==> config.mk <==
export PLATFORM = sky130hd
export DESIGN_NAME = stepper_step_generator_top
export DESIGN_NICKNAME = d
export VERILOG_FILES = /design/src/hdl/stepgen_pkg.sv /design/src/hdl/stepgen_div.sv /design/src/hdl/stepgen_engine.sv /design/src/hdl/stepper_step_generator_top.sv
export SDC_FILE = /design/constraint.sdc
export NUM_CORES = 1
export LEC_CHECK = 0
export BUFFER_PORTS_ARGS = -buffer_cell sky130_fd_sc_hd__clkbuf_2
export CAP_MARGIN = 0
export CORE_MARGIN = 2
export CORE_UTILIZATION = 30
export CTS_CLUSTER_DIAMETER = 150
export DETAILED_ROUTE_END_ITERATION = 10
export PLACE_DENSITY = 0.53
export SYNTH_ARGS = -nofsm -noshare
export SYNTH_HDL_FRONTEND = slang
export SYNTH_SLANG_ARGS = --single-unit
==> constraint.sdc <==
create_clock -name i_clk -period 6.2 [get_ports i_clk]
set_clock_uncertainty 0.2 [all_clocks]
set_input_delay 0.31 -clock i_clk [delete_from_list [all_inputs] [get_ports i_clk]]
set_output_delay 0.31 -clock i_clk [all_outputs]
set_load 0.005 [all_outputs]
==> src/hdl/stepgen_pkg.sv <==
// Shared types, constants and small functions of the stepper step generator.
// Used by the divider, the motor engine and the top level; depends on nothing.
package stepgen_pkg;

    // Dither table length per motor and number of motor channels
    localparam int DITHER_LEN = 10;
    localparam int NUM_MOTORS = 3;

    // Field widths
    localparam int MOT_W   = 2;
    localparam int SPEED_W = 7;
    localparam int STEP_W  = 32;
    localparam int NUM_W   = 11;
    localparam int WAIT_W  = 8;
    localparam int PHASE_W = 4;
    localparam int COIL_W  = 8;
    localparam int POS_W   = (DITHER_LEN > 1) ? $clog2(DITHER_LEN) : 1;
    localparam int CNT_W   = $clog2(DITHER_LEN + 1);
    localparam int TAB_DEPTH = NUM_MOTORS * DITHER_LEN;
    localparam int TAB_AW    = $clog2(TAB_DEPTH);

    // Divider operand widths
    localparam int DIVD_W = NUM_W;
    localparam int DIVS_W = SPEED_W;

    localparam logic [NUM_W-1:0] NUM_RESET = NUM_W'(800);

    // Item kinds carried in tuser
    localparam logic MODE_TICK = 1'b0;
    localparam logic MODE_CMD  = 1'b1;

    // Motor indexes
    localparam logic [MOT_W-1:0] LEFT_MOTOR  = 2'd0;
    localparam logic [MOT_W-1:0] RIGHT_MOTOR = 2'd1;
    localparam logic [MOT_W-1:0] GRIP_MOTOR  = 2'd2;

    localparam logic [PHASE_W-1:0] PHASE_OFF = 4'd8;
    localparam logic [WAIT_W-1:0]  WAIT_MAX  = 8'hFF;

    typedef struct packed {
        logic [STEP_W-1:0]  step_count;
        logic [SPEED_W-1:0] speed_pct;
        logic               dir_ccw;
        logic [MOT_W-1:0]   motor_sel;
        logic               mode;
    } t_item;

    typedef struct packed {
        logic [NUM_MOTORS-1:0] running_mask;
        logic [COIL_W-1:0]     coil_high;
        logic [COIL_W-1:0]     coil_low;
    } t_result;

    // One motor's entry in the state memory
    typedef struct packed {
        logic [POS_W-1:0]   dither_pos;
        logic [WAIT_W-1:0]  wait_count;
        logic [PHASE_W-1:0] phase;
        logic [STEP_W-1:0]  steps_left;
        logic               running;
        logic               dir_neg;
    } t_mstate;

    // Half-step coil patterns; anything past the last phase releases the coils.
    function automatic logic [COIL_W-1:0] coil_pattern(input logic [PHASE_W-1:0] p);
        logic [COIL_W-1:0] pat;
        case (p)
            4'd0:    pat = 8'h10;
            4'd1:    pat = 8'h30;
            4'd2:    pat = 8'h20;
            4'd3:    pat = 8'h60;
            4'd4:    pat = 8'h40;
            4'd5:    pat = 8'hC0;
            4'd6:    pat = 8'h80;
            4'd7:    pat = 8'h90;
            default: pat = 8'h00;
        endcase
        return pat;
    endfunction

    // First dither table address of a motor
    function automatic logic [TAB_AW-1:0] motor_base(input logic [MOT_W-1:0] m);
        return TAB_AW'(int'(m) * DITHER_LEN);
    endfunction

endpackage

==> src/hdl/stepgen_div.sv <==
// Restoring radix-2 divider, one quotient bit per cycle.
// Depends on stepgen_pkg for the operand widths.
module stepgen_div
    import stepgen_pkg::*;
(
    input  logic              i_clk,
    input  logic              i_rst_n,
    input  logic              i_start,
    input  logic [DIVD_W-1:0] i_dividend,
    input  logic [DIVS_W-1:0] i_divisor,
    output logic              o_busy,
    output logic              o_done,
    output logic [DIVD_W-1:0] o_quotient,
    output logic [DIVS_W-1:0] o_remainder
);

    localparam int DCNT_W = $clog2(DIVD_W + 1);

    logic              r_busy, n_busy;
    logic              r_done, n_done;
    logic [DCNT_W-1:0] r_cnt, n_cnt;
    logic [DIVD_W-1:0] r_quo, n_quo;
    logic [DIVS_W-1:0] r_rem, n_rem;
    logic [DIVS_W-1:0] r_dvs, n_dvs;

    logic [DIVS_W:0]   rem_sh;
    logic [DIVS_W+1:0] diff;

    always_comb begin
        rem_sh = {r_rem, r_quo[DIVD_W-1]};
        diff   = {1'b0, rem_sh} - {2'b00, r_dvs};
        n_busy = r_busy;
        n_done = 1'b0;
        n_cnt  = r_cnt;
        n_quo  = r_quo;
        n_rem  = r_rem;
        n_dvs  = r_dvs;
        if (i_start && !r_busy) begin
            n_busy = 1'b1;
            n_cnt  = DCNT_W'(DIVD_W);
            n_quo  = i_dividend;
            n_rem  = '0;
            n_dvs  = i_divisor;
        end else if (r_busy) begin
            n_quo = {r_quo[DIVD_W-2:0], !diff[DIVS_W+1]};
            n_rem = diff[DIVS_W+1] ? rem_sh[DIVS_W-1:0] : diff[DIVS_W-1:0];
            n_cnt = r_cnt - DCNT_W'(1);
            if (r_cnt == DCNT_W'(1)) begin
                n_busy = 1'b0;
                n_done = 1'b1;
            end
        end
    end

    always_ff @(posedge i_clk) begin
        if (!i_rst_n) begin
            r_busy <= 1'b0;
            r_done <= 1'b0;
            r_cnt  <= '0;
        end else begin
            r_busy <= n_busy;
            r_done <= n_done;
            r_cnt  <= n_cnt;
        end
        r_quo <= n_quo;
        r_rem <= n_rem;
        r_dvs <= n_dvs;
    end

    assign o_busy      = r_busy;
    assign o_done      = r_done;
    assign o_quotient  = r_quo;
    assign o_remainder = r_rem;

endmodule

==> src/hdl/stepgen_engine.sv <==
// Motor engine: state memory, dither table memory and the sequencer that
// reads, updates and writes them back. Depends on stepgen_pkg and stepgen_div.
module stepgen_engine
    import stepgen_pkg::*;
(
    input  logic             i_clk,
    input  logic             i_rst_n,
    input  logic             i_start,
    input  t_item            i_item,
    input  logic [NUM_W-1:0] i_numerator,
    output logic             o_idle,
    output logic             o_done,
    input  logic             i_ack,
    output t_result          o_result
);

    localparam logic [3:0] S_IDLE = 4'd0;
    localparam logic [3:0] S_RD   = 4'd1;
    localparam logic [3:0] S_TAB  = 4'd2;
    localparam logic [3:0] S_TWR  = 4'd3;
    localparam logic [3:0] S_STOP = 4'd4;
    localparam logic [3:0] S_DIV1 = 4'd5;
    localparam logic [3:0] S_DIV2 = 4'd6;
    localparam logic [3:0] S_FILL = 4'd7;
    localparam logic [3:0] S_CWR  = 4'd8;
    localparam logic [3:0] S_FIN  = 4'd9;

    logic [3:0]        r_fsm, n_fsm;
    logic [MOT_W-1:0]  r_m, n_m;
    logic [CNT_W-1:0]  r_i, n_i;
    t_item             r_item;
    logic [DIVD_W-1:0] r_base;
    logic [CNT_W-1:0]  r_remq;

    // Per-motor state memory, with a valid bit per entry for the reset value
    t_mstate               r_st_mem [NUM_MOTORS];
    logic [NUM_MOTORS-1:0] r_valid;
    t_mstate               r_st_q;
    logic                  st_we;
    t_mstate               st_wdata;

    // Dither table memory
    logic [WAIT_W-1:0] r_tab [TAB_DEPTH];
    logic [WAIT_W-1:0] r_tab_q;
    logic              tab_we;
    logic [TAB_AW-1:0] tab_waddr;
    logic [TAB_AW-1:0] tab_raddr;
    logic [WAIT_W-1:0] tab_wdata;

    // Output-facing copies of phase and running
    logic [PHASE_W-1:0]    r_phase [NUM_MOTORS];
    logic [NUM_MOTORS-1:0] r_run;

    logic              div_start, div_busy, div_done;
    logic [DIVD_W-1:0] div_dividend, div_quo;
    logic [DIVS_W-1:0] div_rem;

    logic [WAIT_W-1:0] sat0, sat1;
    logic [CNT_W-1:0]  thresh;
    t_mstate           tick_state;
    logic [PHASE_W:0]  p5;

    stepgen_div u_div (
        .i_clk       (i_clk),
        .i_rst_n     (i_rst_n),
        .i_start     (div_start),
        .i_dividend  (div_dividend),
        .i_divisor   (r_item.speed_pct),
        .o_busy      (div_busy),
        .o_done      (div_done),
        .o_quotient  (div_quo),
        .o_remainder (div_rem)
    );

    assign div_dividend = (r_fsm == S_RD) ? i_numerator
                                          : DIVD_W'(div_rem) * DIVD_W'(DITHER_LEN);

    // Saturated waits: the longer one fills the front of the table
    assign sat0   = (r_base > DIVD_W'(WAIT_MAX)) ? WAIT_MAX : r_base[WAIT_W-1:0];
    assign sat1   = (r_base >= DIVD_W'(WAIT_MAX)) ? WAIT_MAX
                                                  : r_base[WAIT_W-1:0] + WAIT_W'(1);
    assign thresh = CNT_W'(DITHER_LEN) - r_remq;

    assign tab_raddr = motor_base(r_m) + TAB_AW'(r_st_q.dither_pos);
    assign tab_waddr = motor_base(r_m) + TAB_AW'(r_i);
    assign tab_wdata = (r_i < thresh) ? sat1 : sat0;

    // One timer tick applied to the motor just read
    always_comb begin
        tick_state = r_st_q;
        p5 = {1'b0, r_st_q.phase};
        if (r_st_q.steps_left > STEP_W'(1)) begin
            if (r_st_q.wait_count == '0) begin
                p5 = r_st_q.dir_neg ? p5 - (PHASE_W+1)'(1) : p5 + (PHASE_W+1)'(1);
                if (r_st_q.steps_left != '1) begin
                    tick_state.steps_left = r_st_q.steps_left - STEP_W'(1);
                end
                tick_state.wait_count = r_tab_q;
                tick_state.dither_pos = (r_st_q.dither_pos == POS_W'(DITHER_LEN - 1))
                                        ? '0 : r_st_q.dither_pos + POS_W'(1);
            end else begin
                tick_state.wait_count = r_st_q.wait_count - WAIT_W'(1);
            end
        end else begin
            tick_state.steps_left = '0;
            tick_state.running    = 1'b0;
            tick_state.wait_count = '0;
        end
        if (p5[PHASE_W]) begin
            tick_state.phase = PHASE_W'(7);
        end else if (p5 >= (PHASE_W+1)'(8)) begin
            tick_state.phase = '0;
        end else begin
            tick_state.phase = p5[PHASE_W-1:0];
        end
        if (!tick_state.running) begin
            tick_state.phase = PHASE_OFF;
        end
    end

    always_comb begin
        n_fsm     = r_fsm;
        n_m       = r_m;
        n_i       = r_i;
        div_start = 1'b0;
        tab_we    = 1'b0;
        st_we     = 1'b0;
        st_wdata  = tick_state;
        case (r_fsm)
            S_IDLE: begin
                if (i_start) begin
                    if (i_item.mode == MODE_TICK) begin
                        n_m   = LEFT_MOTOR;
                        n_fsm = S_RD;
                    end else if (i_item.motor_sel >= MOT_W'(NUM_MOTORS)) begin
                        n_fsm = S_FIN;
                    end else begin
                        n_m   = i_item.motor_sel;
                        n_fsm = S_RD;
                    end
                end
            end
            S_RD: begin
                if (r_item.mode == MODE_TICK) begin
                    n_fsm = S_TAB;
                end else if (r_item.speed_pct == '0) begin
                    n_fsm = S_STOP;
                end else begin
                    div_start = 1'b1;
                    n_fsm     = S_DIV1;
                end
            end
            S_TAB: begin
                n_fsm = S_TWR;
            end
            S_TWR: begin
                st_we = 1'b1;
                if (r_m == MOT_W'(NUM_MOTORS - 1)) begin
                    n_fsm = S_FIN;
                end else begin
                    n_m   = r_m + MOT_W'(1);
                    n_fsm = S_RD;
                end
            end
            S_STOP: begin
                st_we               = 1'b1;
                st_wdata            = r_st_q;
                st_wdata.steps_left = '0;
                st_wdata.running    = 1'b0;
                n_fsm               = S_FIN;
            end
            S_DIV1: begin
                if (div_done) begin
                    div_start = 1'b1;
                    n_fsm     = S_DIV2;
                end
            end
            S_DIV2: begin
                if (div_done) begin
                    n_i   = '0;
                    n_fsm = S_FILL;
                end
            end
            S_FILL: begin
                tab_we = 1'b1;
                n_i    = r_i + CNT_W'(1);
                if (r_i == CNT_W'(DITHER_LEN - 1)) begin
                    n_fsm = S_CWR;
                end
            end
            S_CWR: begin
                st_we               = 1'b1;
                st_wdata            = r_st_q;
                st_wdata.dither_pos = '0;
                st_wdata.wait_count = sat1;
                st_wdata.steps_left = r_item.step_count;
                st_wdata.running    = 1'b1;
                st_wdata.dir_neg    = r_item.dir_ccw;
                n_fsm               = S_FIN;
            end
            S_FIN: begin
                if (i_ack) begin
                    n_fsm = S_IDLE;
                end
            end
            default: begin
                n_fsm = S_IDLE;
            end
        endcase
    end

    always_ff @(posedge i_clk) begin
        if (!i_rst_n) begin
            r_fsm   <= S_IDLE;
            r_m     <= '0;
            r_i     <= '0;
            r_valid <= '0;
            r_run   <= '0;
            for (int k = 0; k < NUM_MOTORS; k++) begin
                r_phase[k] <= '0;
            end
        end else begin
            r_fsm <= n_fsm;
            r_m   <= n_m;
            r_i   <= n_i;
            if (st_we) begin
                r_valid[r_m] <= 1'b1;
                r_run[r_m]   <= st_wdata.running;
                r_phase[r_m] <= st_wdata.phase;
            end
        end
        if (r_fsm == S_IDLE && i_start) begin
            r_item <= i_item;
        end
        if (r_fsm == S_DIV1 && div_done) begin
            r_base <= div_quo;
        end
        if (r_fsm == S_DIV2 && div_done) begin
            r_remq <= div_quo[CNT_W-1:0];
        end
    end

    // State memory: one write and one registered read a cycle
    always_ff @(posedge i_clk) begin
        if (st_we) begin
            r_st_mem[r_m] <= st_wdata;
        end
        r_st_q <= (r_m < MOT_W'(NUM_MOTORS) && r_valid[r_m]) ? r_st_mem[r_m] : '0;
    end

    // Dither table memory: one write and one registered read a cycle
    always_ff @(posedge i_clk) begin
        if (tab_we) begin
            r_tab[tab_waddr] <= tab_wdata;
        end
        r_tab_q <= r_tab[tab_raddr];
    end

    assign o_idle = (r_fsm == S_IDLE);
    assign o_done = (r_fsm == S_FIN);
    assign o_result.coil_low  = (coil_pattern(r_phase[RIGHT_MOTOR]) >> 4)
                              | coil_pattern(r_phase[GRIP_MOTOR]);
    assign o_result.coil_high = coil_pattern(r_phase[LEFT_MOTOR]);
    assign o_result.running_mask = r_run;

    a_st_addr: assert property (@(posedge i_clk) disable iff (!i_rst_n)
        st_we |-> r_m < MOT_W'(NUM_MOTORS))
        else $error("state memory written beyond the last motor");

    a_div_free: assert property (@(posedge i_clk) disable iff (!i_rst_n)
        div_start |-> !div_busy)
        else $error("divider started while busy");

    a_coils_off: assert property (@(posedge i_clk) disable iff (!i_rst_n)
        (st_we && r_fsm == S_TWR && !st_wdata.running) |-> st_wdata.phase == PHASE_OFF)
        else $error("stopped motor keeps its coils energised after a tick");

    a_fill_order: assert property (@(posedge i_clk) disable iff (!i_rst_n)
        (r_fsm == S_CWR) |-> $past(r_fsm) == S_FILL)
        else $error("command state written before the dither table was filled");

    a_fin_hold: assert property (@(posedge i_clk) disable iff (!i_rst_n)
        (r_fsm == S_FIN && !i_ack) |=> r_fsm == S_FIN)
        else $error("result dropped before it was handed over");

endmodule

==> src/hdl/stepper_step_generator_top.sv <==
// Top level of the three-channel half-step stepper step generator.
// Depends on stepgen_pkg and stepgen_engine.
//
// Use: items arrive as beats on the s_axis channel. tuser = 0 marks a timer
// tick, which advances all three motors; tuser = 1 marks a motor command,
// which sets one motor's direction, speed and step count, or stops the motor
// when the speed is zero. Every item gives exactly one result beat on m_axis:
// the coil bytes and the running mask. The cfg channel writes the wait
// numerator and is always ready; the user must see that it is written only
// while the block is idle, as the block itself does not enforce this. A tick
// makes three read-modify-write passes over the state memory, one per motor,
// then hands its result over. A command with nonzero speed runs two passes of
// the bit-serial divider and fills the motor's dither table; a stop writes the
// motor's state, and a command to a missing motor goes straight to the
// hand-over. One item is in work at a time; the next is taken at the edge
// after the previous result has moved to the output register.
// Reset (synchronous, active low) stops all motors, sets every phase to the
// first coil pattern and the numerator to 800. When the receiver stalls the
// result waits in the output register; a further result waits in the engine
// and holds off new input beats until the register drains.
module stepper_step_generator_top
    import stepgen_pkg::*;
(
    input  logic               i_clk,
    input  logic               i_rst_n,
    // Input items
    input  logic               s_axis_tvalid,
    output logic               s_axis_tready,
    // [1:0] motor_sel, [2] dir_ccw, [9:3] speed_pct, [41:10] step_count, rest zero
    input  logic [47:0]        s_axis_tdata,
    // [0] mode
    input  logic               s_axis_tuser,
    // Result items
    output logic               m_axis_tvalid,
    input  logic               m_axis_tready,
    // [7:0] coil_low, [15:8] coil_high, [18:16] running_mask, rest zero
    output logic [23:0]        m_axis_tdata,
    // Wait numerator register
    input  logic               i_cfg_valid,
    output logic               o_cfg_ready,
    input  logic [NUM_W-1:0]   i_cfg_data
);

    logic [NUM_W-1:0] r_numerator;
    logic             r_out_valid;
    t_result          r_out;

    t_item   item;
    t_result eng_result;
    logic    eng_idle, eng_done, eng_ack, in_beat;

    // Unpack the input beat into the item fields
    assign item.mode       = s_axis_tuser;
    assign item.motor_sel  = s_axis_tdata[1:0];
    assign item.dir_ccw    = s_axis_tdata[2];
    assign item.speed_pct  = s_axis_tdata[9:3];
    assign item.step_count = s_axis_tdata[41:10];

    assign s_axis_tready = eng_idle;
    assign in_beat       = s_axis_tvalid && s_axis_tready;

    // The engine hands its result over whenever the output register is free
    // or being emptied in the same cycle.
    assign eng_ack = eng_done && (!r_out_valid || m_axis_tready);

    stepgen_engine u_engine (
        .i_clk       (i_clk),
        .i_rst_n     (i_rst_n),
        .i_start     (in_beat),
        .i_item      (item),
        .i_numerator (r_numerator),
        .o_idle      (eng_idle),
        .o_done      (eng_done),
        .i_ack       (eng_ack),
        .o_result    (eng_result)
    );

    assign o_cfg_ready = 1'b1;

    always_ff @(posedge i_clk) begin
        if (!i_rst_n) begin
            r_numerator <= NUM_RESET;
            r_out_valid <= 1'b0;
        end else begin
            if (i_cfg_valid && o_cfg_ready) begin
                r_numerator <= i_cfg_data;
            end
            if (eng_ack) begin
                r_out_valid <= 1'b1;
            end else if (m_axis_tready) begin
                r_out_valid <= 1'b0;
            end
        end
        if (eng_ack) begin
            r_out <= eng_result;
        end
    end

    assign m_axis_tvalid = r_out_valid;
    assign m_axis_tdata  = {5'b0, r_out.running_mask, r_out.coil_high, r_out.coil_low};

endmodule

Word level (Yosys, flattened, before mapping)
Memories as Yosys holds them, arrays and structs flattened. A register that Yosys moved wholly into a read port is not among the register bits.
Index checks and enable logic that the tools add are counted.
Storage, ports and cells
  bits in registers: 134
  RAM bits: 402
  memory bits (read-only): 96
  bits of input ports: 65
  logic and storage cells: 178
  memories: 6
Cells by class
  add/sub/neg operators: 13
  multiply operators: 2
  magnitude comparators: 9
  equality and inequality tests: 21
  muxes and demuxes: 72
  bitwise gates (word level): 4
  reductions and logical operators: 28
Memory list
  u_engine.r_tab: words 30, bits a word 8, read ports 1, clocked after memory_dff 1, wr ports 1, RTL line stepgen_engine.sv:43  | logic [WAIT_W-1:0] r_tab [TAB_DEPTH];
  u_engine.r_st_mem: words 3, bits a word 50, read ports 1, clocked after memory_dff 1, wr ports 1, RTL line stepgen_engine.sv:36  | t_mstate r_st_mem [NUM_MOTORS];
  (no name shown): words 8, bits a word 4, read ports 1, clocked after memory_dff 0, wr ports 0, RTL line stepgen_pkg.sv:67  | case (p)
  (no name shown): words 8, bits a word 4, read ports 1, clocked after memory_dff 1, wr ports 0, RTL line stepgen_pkg.sv:67
  (no name shown): words 8, bits a word 4, read ports 1, clocked after memory_dff 0, wr ports 0, RTL line stepgen_pkg.sv:67
  u_engine.r_phase: words 3, bits a word 4, read ports 3, clocked after memory_dff 0, wr ports 3, RTL line stepgen_engine.sv:51  | logic [PHASE_W-1:0] r_phase [NUM_MOTORS];
Operators by type and width (number)
  $pmux 50 s2: 1
  $mux 32: 3
  $mux 4: 19
  $mux 8: 7
  $pmux 4 s9: 1
  $mux 11: 3
  $gt 32x1->1 const B: 1
  $ne 32x32->1 const B: 1
  $sub 32x1->32 const B: 1
  $mux 1: 23
  $eq 4x3->1 const B: 4
  $eq 4x4->1 const B: 4
  $mux 5: 3
  $ge 11x8->1 const B: 1
  $gt 11x8->1 const B: 1
  $add 5x4->5: 2
  $mul 7x3->10 const B: 1
  $mux 2: 5
  $sub 8x7->9: 1
  $add 4x1->4 const B: 2
  $add 8x1->8 const B: 1
  $eq 4x1->1 const B: 2
  $eq 4x2->1 const B: 2
  $logic_and 1x1->1: 8
  other kinds (39): 52

Logic depth before layout (Yosys ltp)
  depth after elaboration: 10
  depth in mapped cells: 11
  mapped depth without buffers: 9

Hierarchy
Synthesis repeated with hierarchy kept, for this count alone.
Unflattened totals
  cells, all modules: 1774
  area, all modules: 25051.5 um2
Modules (own cells, without submodules)
  stepgen_engine: times used 1, cells each 1569, area an instance 22381.5 um2
  stepgen_div: times used 1, cells each 138, area an instance 1592.8 um2
  stepper_step_generator_top: times used 1, cells each 67, area an instance 1077.3 um2

Worst setup path before layout
Ideal clock, no wire load.
  kind: register to register
  start point: register u_engine.r_remq[0]
  end point: memory u_engine.r_tab[0][7], data pin
  library setup time: 0.591 ns
  arrival time: 3.320 ns
  path slack: 2.089 ns
  stages on the path, launching flop included: 6
  period minus slack after synthesis: 4.111 ns
  cells stage by stage: edfxtp_1 > ha_1 > ha_1 > a21oi_1 > o21ai_1 > o311ai_0
Between the ends
  longest elaborated chain between the ends: 3
Ends and longest elaborated chain
  start: declaration: RTL line stepgen_engine.sv:33  | logic [CNT_W-1:0] r_remq;
  start signal: assignment: RTL line stepgen_engine.sv:239  | r_remq <= div_quo[CNT_W-1:0];
  $sub 4x4->4: RTL line stepgen_engine.sv:82  | assign thresh = CNT_W'(DITHER_LEN) - r_remq;
  $lt 4x4->1: RTL line stepgen_engine.sv:86  | assign tab_wdata = (r_i < thresh) ? sat1 : sat0;
  $mux 8: RTL line stepgen_engine.sv:86
  via u_engine.tab_wdata[7]: RTL line stepgen_engine.sv:48  | logic [WAIT_W-1:0] tab_wdata;
  end: declaration: RTL line stepgen_engine.sv:43
The timed path passes the listed nets, and every way through them passes these cells.

Worst setup path in the final report
  start point: register u_engine.r_remq[0]
  end point: memory u_engine.r_tab[26][3], data pin
The elaborated chain is that of the path after synthesis.

==> out/results.tsv <==
metric	value	unit
outcome	complete, no violations	
Yosys reg bits	590	
Crit Path Category	flip-flop to flip-flop	
Synth top area share	59.63	%
area grow syn2layout	17.14	%
Post-CTS Setup Inserts	0	
reg2reg setup slack	2.54	ns
EDFF count, synth	491	
Seq/Total Area, Yosys	67.64	%
Hold Crit Start	i_cfg_valid	
Initial Util	30.21	%
Top FF cell, synth	edfxtp_1	
Fmax achieved	0.2733	GHz
WL final	56.62	mm
die area	84740	um^2
GPL Wtd Cong	0.7879	
Die Span Y	291.1	um
row count	105	
drt via density	4.815	
worst path bufs/invs	0	
routed length per placed instance	18.69	um
Worst Setup End Kind	flip-flop	
clk buf depth	3	
hold depth	3	
post-synth cell types	71	
worst-path maximum fanout	30	
via count	14580	
Final min period	3.659	ns
antenna violations before repair	0	
die width	291.1	um
Ant. Diodes	0	
H-tree Lvls	3	
Worst-Skew Late Latency	0.60	ns
Slew @ Worst Pin	1.294	ns
number of I/O pins	92	
vias in the first global route	15080	
mapped cell area	24730	um^2
Cell Pwr Density	550.5	nW/um^2
setup TNS	0	ns
Final Hold Viols	0	
Final Setup Violations	0	
clk sinks	590	
Core Box Area	81850	um^2
PortBufs	75	
TritonCTS clock tree	done	
DR iter-0 viols	951	
post-cts sizing count	0	
R2R depth	8	
Overflow after GRT	0	
Max VDD drop	0.0004851	V
synthesized area per cell	13.97	um^2
slowest stage cell, crit path	o31ai_4	
Crit path largest cell delay	1.03	ns
Total GRT Usage	13.25	%
final core utilization	35.39	%
leakage dissipation	9.861	nW
first-pass GRT wire length	87.04	mm
hold path endpoint	r_numerator[6]	
RSZ-0062 raised after global routing	no	
Synth area leader	edfxtp_1	
worst r2r src	u_engine.r_remq[0]	
Final period util	59.01	%
hold crit path type	input pin to flip-flop	
layout cells sized above 1	14.14	%
required time of the critical path	6.18	ns
largest net degree at the start of global routing	95	
Syn. warnings	0	
asr flop ratio synth	0	%
antenna viol nets, final	0	
slew margin rel.	13.76	%
CTS Buf Count	66	
Slew Limit Fails	0	
total of max-cap violations	0	
nets	2024	
crit-path leading delay family	compound AO/OA/AOI/OAI gates	
Worst setup SP type	flip-flop	
FF-to-FF End	u_engine.r_tab[26][3]	
HPWL after DPL	34.58	mm
synthesized instance count	1770	
CP cell instances	ha_1 -> xnor2_1 -> ha_1 -> nand2_1 -> o21ai_1 -> or2_2 -> a21oi_1 -> o31ai_4	
CP most frequent cell	ha_1	
crit path DAT	3.64	ns
DRC	0	
TritonRoute pass-1 iters	7	
Reg clk slew, reported paths	0.05	ns
overall power	0.01595	W
CTS root buffer	clkbuf_16	
top cells by area in the synthesized netlist	edfxtp_1, dfxtp_1, mux4_2	
==> sequential cells by signal (all words and copies together), names as in the netlist, 7 cells and up <==
register and cells:
u_engine.u_div.r_dvs 7, u_engine.r_phase 12, u_engine.r_item 41, u_engine.r_st_q 50
u_engine.u_div.o_quotient 11, u_engine.u_div.o_remainder 7, u_engine.r_st_mem 150, r_numerator 11
u_engine.r_base 11, u_engine.r_tab_q 8, u_engine.r_tab 240, m_axis_tdata 15
==> timing repair <==
item	in CTS	in global routing
hold endpoints to repair	56	0
endpoints found under the setup margin	0	0
hold buffers	63	0
==> per-layer routing <==
metal / track usage (%) / part of all wire [%] / up-vias
li1: - / - / 6897
met1: 16.84 / 44 / 7341
met2: 22.95 / 50 / 257
met3: 2.283 / 3.8 / 89
met4: 4.120 / 2.3 / 0
met5: 0 / 0 / -
==> kinds of logic after synthesis <==
logic type,count (synthesis),share of synthesized area (%)
AO/OA/AOI/OAI,274,6.826
flip-flops,590,67.64
AND/OR/NAND/NOR,503,9.270
other,2,0.03037
buffers and inverters,136,2.302
XOR/XNOR,59,2.090
adder cells (fa/ha/maj),49,2.631
multiplexers,157,9.209
==> final cells by class <==
class                           instances  area (um^2)
Clock buffer                           85         1827
Clock inverter                         32        207.7
Fill cell                            7857        52880
Inverter                               43        161.4
Multi-Input combinational cell       1052         7546
Sequential cell                       590        16740
Tap cell                             1070         1339
Timing Repair Buffer                  157         1149
==> cell usage after synthesis (7+ instances only) <==
cell type / instances
a211o_1: 9
a21o_1: 8
a21oi_1: 100
a22o_1: 13
a22oi_1: 7
a31oi_1: 24
and2_1: 8
and3_1: 11
buf_1: 11
buf_2: 11
buf_4: 10
clkbuf_1: 60
dfxtp_1: 99
edfxtp_1: 491
ha_1: 44
inv_1: 43
mux2i_1: 97
mux4_2: 56
nand2_1: 100
nand2b_1: 9
nand3_1: 37
nand4_1: 16
nor2_1: 238
nor2b_1: 8
nor3_1: 22
nor4_1: 9
o211ai_1: 7
o21ai_0: 28
o21ai_1: 36
or2_2: 9
or3_1: 7
xnor2_1: 31
xor2_1: 28
==> through the flow <==
step	hold WS (ns)	instances	instance area (um^2)	setup slack (ns)
2_1_floorplan	0.2030	1778	24760	2.089
3_3_place_gp	0.2282	2849	26300	2.788
3_5_place_dp	0.2285	2849	26300	2.670
4_1_cts	0.002775	3029	28970	2.614
5_1_grt	0.06624	3029	28970	2.406
6_report	0.05905	3029	28970	2.541
==> report_power, final <==
part           total [W]  switching [W]  internal (W)  leakage, nW
Sequential       0.00625       0.000407       0.00585         5.23
Combinational    0.00600        0.00390       0.00210         3.63
Clock            0.00369        0.00153       0.00216        0.998
Total             0.0159        0.00583        0.0101         9.86
==> worst register-to-register path, stage by stage, from the launching register on <==
cell	delay [ns]
edfxtp_1	0.41
ha_1	0.23
xnor2_1	0.13
ha_1	0.28
nand2_1	0.05
o21ai_1	0.59
or2_2	0.26
a21oi_1	0.07
o31ai_4	1.03
==> how the worst max path moves through the flow <==
| stage | from | endpoint | slack [ns] | cells after the start |
|---|---|---|---|---|
| 2_1_floorplan | u_engine.r_remq[0] | u_engine.r_tab[0][7] | 2.09 | 5 |
| 3_3_place_gp | u_engine.r_remq[0] | u_engine.r_tab[18][3] | 2.79 | 8 |
| 3_5_place_dp | u_engine.r_remq[0] | u_engine.r_tab[16][3] | 2.67 | 8 |
| 4_1_cts | u_engine.r_remq[0] | u_engine.r_tab[26][3] | 2.61 | 8 |
| 5_1_grt | u_engine.r_remq[0] | u_engine.r_tab[27][3] | 2.41 | 8 |
| 6_report | u_engine.r_remq[0] | u_engine.r_tab[26][3] | 2.54 | 8 |
==> cell usage in the layout (no fill, tap or decap), types with 36 or more instances in the layout <==
cell	synthesis	layout
nand2_1	100	100
a21oi_1	100	100
nand3_1	37	37
edfxtp_1	491	491
clkbuf_2	0	75
clkbuf_16	0	69
ha_1	44	43
inv_1	43	43
mux2i_1	97	97
o21ai_1	36	36
dlygate4sd3_1	0	63
mux4_2	56	56
nor2_1	238	237
dfxtp_1	99	96
Note: power is estimated with default switching activity, not from simulation.
